[src/rtl/prx_pkg.sv]
package prx_pkg;

    // micro-operation codes of the shared multiplier sequence
    localparam logic [4:0] UOP_CX_A  = 5'd0;
    localparam logic [4:0] UOP_CX_B  = 5'd1;
    localparam logic [4:0] UOP_CY_A  = 5'd2;
    localparam logic [4:0] UOP_CY_B  = 5'd3;
    localparam logic [4:0] UOP_CZ_A  = 5'd4;
    localparam logic [4:0] UOP_CZ_B  = 5'd5;
    localparam logic [4:0] UOP_NSQ_X = 5'd6;
    localparam logic [4:0] UOP_NSQ_Y = 5'd7;
    localparam logic [4:0] UOP_NSQ_Z = 5'd8;
    localparam logic [4:0] UOP_NUM_X = 5'd9;
    localparam logic [4:0] UOP_NUM_Y = 5'd10;
    localparam logic [4:0] UOP_NUM_Z = 5'd11;
    localparam logic [4:0] UOP_SSQ_X = 5'd12;
    localparam logic [4:0] UOP_SSQ_Y = 5'd13;
    localparam logic [4:0] UOP_SSQ_Z = 5'd14;
    localparam logic [4:0] UOP_T0_LO = 5'd15;
    localparam logic [4:0] UOP_T0_HI = 5'd16;
    localparam logic [4:0] UOP_T1_LO = 5'd17;
    localparam logic [4:0] UOP_T1_HI = 5'd18;

    // quotient bits of the offset divider (offset never exceeds half width)
    localparam int DIV_QBITS = 26;

    // register indexes
    localparam logic [2:0] REG_UP_X  = 3'd0;
    localparam logic [2:0] REG_UP_Y  = 3'd1;
    localparam logic [2:0] REG_UP_Z  = 3'd2;
    localparam logic [2:0] REG_HALF  = 3'd3;
    localparam logic [2:0] REG_ANIM  = 3'd4;

    typedef struct packed {
        logic signed [17:0] up_x;
        logic signed [17:0] up_y;
        logic signed [17:0] up_z;
        logic [24:0]        half_width;
        logic [23:0]        anim_speed;
    } t_cfg;

    typedef struct packed {
        logic       take;
        logic       diff;
        logic       mul;
        logic       acc;
        logic       fix;
        logic       norm;
        logic       sq_start;
        logic       sq_take;
        logic       div_start;
        logic       div_take;
        logic       emit0;
        logic       emit1;
        logic [4:0] uop;
    } t_cmd;

    typedef struct packed {
        logic seen;
        logic last;
        logic norm_done;
        logic norm_zero;
        logic sq_busy;
        logic div_busy;
        logic out_free;
    } t_status;

endpackage

[src/rtl/prx_ctrl.sv]
module prx_ctrl
    import prx_pkg::*;
(
    input  logic    i_clk,
    input  logic    i_rst_n,
    input  logic    i_s_tvalid,
    input  t_status i_status,
    output logic    o_s_tready,
    output t_cmd    o_cmd
);

    localparam logic [3:0] S_IDLE     = 4'd0;
    localparam logic [3:0] S_DIFF     = 4'd1;
    localparam logic [3:0] S_MUL      = 4'd2;
    localparam logic [3:0] S_ACC      = 4'd3;
    localparam logic [3:0] S_FIX      = 4'd4;
    localparam logic [3:0] S_NORM     = 4'd5;
    localparam logic [3:0] S_SQ_GO    = 4'd6;
    localparam logic [3:0] S_SQ_WAIT  = 4'd7;
    localparam logic [3:0] S_DIV_GO   = 4'd8;
    localparam logic [3:0] S_DIV_WAIT = 4'd9;
    localparam logic [3:0] S_EMIT0    = 4'd10;
    localparam logic [3:0] S_EMIT1    = 4'd11;

    logic [3:0] r_state, n_state;
    logic [4:0] r_uop, n_uop;

    always_comb begin
        n_state    = r_state;
        n_uop      = r_uop;
        o_cmd      = '0;
        o_cmd.uop  = r_uop;
        o_s_tready = 1'b0;
        unique case (r_state)
            S_IDLE: begin
                o_s_tready = 1'b1;
                o_cmd.take = i_s_tvalid;
                if (i_s_tvalid && i_status.seen) begin
                    n_state = S_DIFF;
                    n_uop   = UOP_CX_A;
                end
            end
            S_DIFF: begin
                o_cmd.diff = 1'b1;
                n_state    = S_MUL;
            end
            S_MUL: begin
                o_cmd.mul = 1'b1;
                n_state   = S_ACC;
            end
            S_ACC: begin
                o_cmd.acc = 1'b1;
                n_state   = S_MUL;
                n_uop     = r_uop + 1'b1;
                unique case (r_uop)
                    UOP_CZ_B:  n_state = S_FIX;
                    UOP_NSQ_Z, UOP_SSQ_Z: n_state = S_SQ_GO;
                    UOP_NUM_X, UOP_NUM_Y, UOP_NUM_Z: n_state = S_DIV_GO;
                    UOP_T1_HI: n_state = S_EMIT0;
                    default: ;
                endcase
                if (n_state != S_MUL) n_uop = r_uop;
            end
            S_FIX: begin
                o_cmd.fix = 1'b1;
                n_state   = S_NORM;
            end
            S_NORM: begin
                o_cmd.norm = 1'b1;
                if (i_status.norm_zero) begin
                    n_state = S_MUL;
                    n_uop   = UOP_SSQ_X;
                end else if (i_status.norm_done) begin
                    n_state = S_MUL;
                    n_uop   = UOP_NSQ_X;
                end
            end
            S_SQ_GO: begin
                o_cmd.sq_start = 1'b1;
                n_state        = S_SQ_WAIT;
            end
            S_SQ_WAIT: begin
                if (!i_status.sq_busy) begin
                    o_cmd.sq_take = 1'b1;
                    n_state       = S_MUL;
                    n_uop         = (r_uop == UOP_NSQ_Z) ? UOP_NUM_X : UOP_T0_LO;
                end
            end
            S_DIV_GO: begin
                o_cmd.div_start = 1'b1;
                n_state         = S_DIV_WAIT;
            end
            S_DIV_WAIT: begin
                if (!i_status.div_busy) begin
                    o_cmd.div_take = 1'b1;
                    n_state        = S_MUL;
                    n_uop          = (r_uop == UOP_NUM_Z) ? UOP_SSQ_X : r_uop + 1'b1;
                end
            end
            S_EMIT0: begin
                if (i_status.out_free) begin
                    o_cmd.emit0 = 1'b1;
                    n_state     = i_status.last ? S_EMIT1 : S_IDLE;
                end
            end
            S_EMIT1: begin
                if (i_status.out_free) begin
                    o_cmd.emit1 = 1'b1;
                    n_state     = S_IDLE;
                end
            end
            default: n_state = S_IDLE;
        endcase
    end

    always_ff @(posedge i_clk) begin
        if (!i_rst_n) begin
            r_state <= S_IDLE;
            r_uop   <= UOP_CX_A;
        end else begin
            r_state <= n_state;
            r_uop   <= n_uop;
        end
    end

endmodule

[config.mk]
export PLATFORM = sky130hd
export DESIGN_NAME = prx_ctrl
export DESIGN_NICKNAME = d
export VERILOG_FILES = /design/src/rtl/prx_pkg.sv /design/src/rtl/prx_ctrl.sv
export SDC_FILE = /design/constraint.sdc
export NUM_CORES = 1
export LEC_CHECK = 0
export BUFFER_PORTS_ARGS = -buffer_cell sky130_fd_sc_hd__buf_4
export CAP_MARGIN = 30
export CORE_MARGIN = 2
export CORE_UTILIZATION = 30
export DETAILED_ROUTE_END_ITERATION = 8
export PLACE_DENSITY = 0.49
export SYNTH_ARGS = -nofsm -noshare
export SYNTH_HDL_FRONTEND = slang
export SYNTH_SLANG_ARGS = --single-unit
[constraint.sdc]
create_clock -name i_clk -period 2.6 [get_ports i_clk]
set_input_delay 0.13 -clock i_clk [delete_from_list [all_inputs] [get_ports i_clk]]
set_output_delay 0.13 -clock i_clk [all_outputs]
set_load 0.01 [all_outputs]
# Word-level counts from Yosys, hierarchy flattened
# Index checks and enable logic that the tools add are counted.
[op_classes] addsub=1 n_eq_ne=26 n_mux=36 reduce_logical=7
[op_table] cell="$pmux 4 s12" n=1
[op_table] cell="$mux 4" n=9
[op_table] cell="$mux 5" n=7
[op_table] cell="$eq 5x4->1 const B" n=5
[op_table] cell="$pmux 5 s5" n=1
[op_table] cell="$eq 4x3->1 const B" n=4
[op_table] cell="$eq 4x4->1 const B" n=4
[op_table] cell="$mux 1" n=16
[op_table] cell="$pmux 4 s4" n=1
[op_table] cell="$ne 2x2->1 const B" n=6
[op_table] cell="$reduce_and 6->1" n=2
[op_table] cell="$eq 4x2->1 const B" n=2
[op_table] cell="$add 5x1->5 const B" n=1
[op_table] cell="$eq 5x3->1 const B" n=1
[op_table] cell="$eq 5x5->1 const B" n=1
[op_table] cell="$reduce_bool 5->1" n=1
[op_table] cell="$eq 4x1->1 const B" n=1
[op_table] cell="$logic_not 4->1" n=1
[op_table] cell="$ne 4x2->1 const B" n=1
[op_table] cell="$mux 3" n=1
[op_table] cell="$ne 3x3->1 const B" n=1
[op_table] cell="$reduce_or 3->1" n=1
[op_table] cell="$reduce_or 2->1" n=1
[op_table] cell="$logic_and 1x1->1" n=1
[word_totals] regBits=9 input_bits=10 output_inout_bits=18

# Logic depth before layout (Yosys ltp)
[logic_depth] word_depth=7 ltp_mapped=7

# Worst setup path before layout
# Ideal clock, no wire load.
[synth_timing] path_type="reg2reg" start="reg r_uop[0]" end="reg r_uop[4]" setup_ps=116 t_arrival_ps=1798 required_ps=2484 path_slack_ps=687 stages_incl_launch_ff=8 n_path_buf=0 period_less_slack_ps=1913 path_cell_list="dfxtp_1 > inv_1 > ha_1 > mux2_4 > nand3b_1 > a31oi_2 > o311a_1 > a31o_1"
[synth_via] elab_chain_len=7
[synth_lines] element="start: declaration" line_no="prx_ctrl.sv:26" source="logic [4:0] r_uop, n_uop;"
[synth_lines] element="start signal: assignment" line_no="prx_ctrl.sv:122" source="r_uop <= n_uop;"
[synth_lines] element="$eq 5x4->1, on equally long branches" line_no="prx_ctrl.sv:55, prx_ctrl.sv:97"
[synth_lines] element="$reduce_or 3->1 / $reduce_or 2->1 (equally long branches)" line_no="prx_ctrl.sv:55" source="unique case (r_uop)"
[synth_lines] element="$pmux 4 s4" line_no="prx_ctrl.sv:55"
[synth_lines] element="$mux 4" line_no="prx_ctrl.sv:34" source="unique case (r_state)"
[synth_lines] element="$ne 4x2->1" line_no="prx_ctrl.sv:62" source="if (n_state != S_MUL) n_uop = r_uop;"
[synth_lines] element="$ne 2x2->1 (no line)"
[synth_lines] element="$reduce_and 6->1 (no line)"
# Several ways; a longest one is shown, not always the timed one. The select of a mux whose other input is x is not followed.
# A chain may end at the register's enable or synchronous reset.

# Final worst setup path
[layout_timing] start="reg r_state[3]" end="reg r_uop[4]"
[layout_via] elab_chain_len=3
[layout_lines] element="start: declaration" line_no="prx_ctrl.sv:25" source="logic [3:0] r_state, n_state;"
[layout_lines] element="start signal: assignment" line_no="prx_ctrl.sv:121" source="r_state <= n_state;"
[layout_lines] element="$eq 4x3->1, or another cell as far along" line_no="prx_ctrl.sv:34"
[layout_lines] element="$ne 3x3->1 (no line), or another cell as far along"
[layout_lines] element="$reduce_and 6->1 (no line)"
# Several ways; a longest one is shown, not always the timed one.

==> metrics.md <==
| Metric | Value |
|---|---|
| Status | complete, no violations |
| Core area | 0.003416 mm^2 |
| Skew final | around 0.0025 ns |
| Cell Count, Final, Fillers Out | 211 |
| Grt ovf | 0 |
| Max transition margin | 0.5146 |
| IO Count | 28 |
| Gate Count Post-Synth | 143 |
| Avg Vias per Cell | 5.118 |
| Vias | 1080 |
| LEAKAGE | 0.4958 nW |
| Startpoint types | flip-flop |
| Final Hold Viols | 0 |
| Critical Path RT | 2.76 ns |
| Dominant cells by area after synthesis | dfxtp_1 17%, nand2_1 5.9%, nor3_1 5.1% |
| Net count, final | 180 |
| Dpl cell area | between 0.001 and 0.0015 mm^2 |
| Final setup fails | 0 |
| Number of synthesized flops with an enable pin | 0 |
| FFs w/ async S/R, synth | 0 |
| Count of different cell masters after synthesis | 52 |
| Pin count of the biggest net entering global routing | 25 |
| Post-CTS Hold Buffers | 0 |
| Port Buf Inserts | 27 |
| Post-synthesis register bit count | 9 |
| Clock buffer depth | 2 |
| Setup crit end | r_uop[4]$_SDFFE_PN0P_ |
| Slew @ Worst Pin | just over 0.7 ns |
| CTS tree | built |
| Clk sinks | 9 |
| Number of setup buffers added after CTS | 0 |
| HP Class | input pin to flip-flop |
| RePlAce Congestion | ~0.8 |
| Fraction of layout cells with a size suffix above 1 | 0.2606 |
| DRT Wirelength | around 2900 um |
| Initial DRC count | 58 |
| Clock transition at path regs | ~0.06 ns |
| Worst-Skew Late Latency | 0.27 ns |
| Synth Flop Type | dfxtp_1 |
| Depth of the most critical reg-to-reg path | 5 |
| Die Height | between 60 and 70 um |
| Initial antenna violation count | 0 |
| Sequential area share after synthesis | 0.1657 |
| Cells after DPL | 207 |
| Crit path DAT | 2.25 ns |
| Ratio of final minimum period to clock period | 0.8031 |
| WL/cell | roughly 14 um |
| Slew Viols, Final | 0 |
| Post-DP HPWL | 2170 um |
| PostCTS Resize Cnt | 0 |
| Max Freq | approximately 480 MHz |
| Fin crit period | around 2.1 ns |
| Final instance area | roughly 0.0013 mm^2 |
| MaxCap Viol Count | 0 |
| Fin Setup TNS | 0 ns |
| Worst setup path startpoint | r_state[3]$_SDFFE_PN0P_ |
| Antenna fix cells | 0 |
| Initial Util | 0.3183 |
| Width of the die | 64.20 um |
| DR DRC count | 0 |
| First-pass GRT wire length | between 4000 and 5000 um |
| PwrDens | 580.8 mW/mm^2 |
| Reg2reg start | r_state[3]$_SDFFE_PN0P_ |
| Unrepaired setup endpoints after global routing | false |
| Avg Inst Size Synth | between 7 and 8 um^2 |
| Setup CP Type | flip-flop to flip-flop |
| Worst-path fanout max | 20 |
| Worst vdd ir | 0.3095 mV |
| Area growth syn-to-layout | 22.32% |
| CTS H-Tree Depth | 1 |
| First drt pass iteration count | 4 |
| Ys Warns | 0 |
| Root Buffer | clkbuf_4 |
| Worst R2R End | r_uop[4]$_SDFFE_PN0P_ |
| Netlist Area Pre-Place | 0.001087 mm^2 |
| Syn nets | 157 |
| Crit. End Element | flip-flop |
| Row count | 21 |
| All-Layer GR Usage | 0.1499 |
| Die ar. | 0.004122 mm^2 |
| Synth top area share | 0.1657 |
| TritonCTS Buffers | 3 |
| Vias in the first global route | 1032 |
| ANT nets after route | 0 |
| Worst R2R Setup Slack | 0.51 ns |
| Biggest area consumer among synthesized cells | dfxtp_1 |
==> state kept, by name, summed over array words and instances (netlist names) <==
signal and count:
r_uop 5, r_state 4
==> per-layer routing <==
metal | track usage | wire length (um) | up-vias
met5 | 0 | 0 | -
met3 | 0.01232 | 180 | 5
met2 | 0.2435 | 1300 | 38
met1 | 0.2053 | 1402 | 469
met4 | 0.05585 | 46 | 0
li1 | - | - | 568
==> worst max-delay path, stage by stage (launching register included) <==
cell and delay (ns):
dfxtp_1 0.78, nor4_1 0.21, a22oi_2 0.30, o2111ai_4 0.20
o311a_1 0.32, a31o_1 0.17
==> cell usage after synthesis (3+ instances only) <==
cell and n:
nand2_1 17, nor2_1 12, nor3_1 11, dfxtp_1 9, o21ai_0 8, buf_2 5, inv_1 5, clkbuf_1 4
ha_1 4, mux2i_1 4, nand2b_1 4, nor2b_1 4, a21oi_1 3, nand3_1 3, xnor2_1 3
==> worst min-delay path by stage <==
stage / startpoint / endpoint / cells past startpoint
after global placement: i_rst_n / r_state[1]$_SDFFE_PN0P_ / 3
final: i_rst_n / r_state[1]$_SDFFE_PN0P_ / 3
after global routing: i_rst_n / r_state[0]$_SDFFE_PN0P_ / 2
after floorplan: i_rst_n / r_uop[0]$_SDFFE_PN0P_ / 2
after detailed placement: i_rst_n / r_uop[1]$_SDFFE_PN0P_ / 2
after CTS: i_rst_n / r_state[1]$_SDFFE_PN0P_ / 3
==> stage by stage <==
step | power (mW) | hold WS (ns) | util | worst slack (ns)
after floorplan | 0.5259 | 0.3053 | - | 0.6867
final | 0.7725 | 0.2004 | 0.3894 | 0.5119
after detailed placement | 0.6639 | 0.4781 | 0.3817 | 0.5187
after global routing | 0.8366 | 0.2093 | 0.3894 | 0.3365
after CTS | 0.7784 | 0.1964 | 0.3894 | 0.5174
after global placement | 0.6627 | 0.4721 | 0.3817 | 0.5460
==> kinds of logic after synthesis <==
kind of cell,share of synthesized area
and+or+nand+nor,0.3487
AOI/OAI and AO/OA,0.2704
buffers and inverters,0.07824
DFF,0.1657
xor gates and xnor gates,0.04028
muxes,0.05063
adders and majority gates,0.04603
==> cell usage in the layout, fill, tap and decap left out, drive strengths merged, types with 3 or more instances in the layout <==
cell    netlist  final
nand3         3      3
mux2i         4      4
ha            4      4
o21ai        11     11
xnor2         3      3
nand2b        5      5
nor2b         4      4
dfxtp         9      9
inv           5      5
buf           8     30
o311a         3      3
nor3         11     11
nand2        17     17
clkbuf        4      4
a21oi         3      3
nor2         13     13
a31oi         3      3
==> power by group <==
| part | switching (mW) | total [mW] | internal [mW] |
|---|---|---|---|
| Combinational | 0.236 | 0.437 | 0.201 |
| Sequential | 0.0665 | 0.224 | 0.157 |
| Clock | 0.0526 | 0.112 | 0.0594 |
==> area by class of cell <==
type / instances / area, um^2
Multi-Input combinational cell: 117 / 822.0
Clock buffer: 4 / 26.28
Fill cell: 387 / 2086
Inverter: 5 / 18.77
Tap cell: 46 / 57.56
Timing Repair Buffer: 30 / 225.2
Sequential cell: 9 / 180.2
Power figures use the tool's default switching activity.
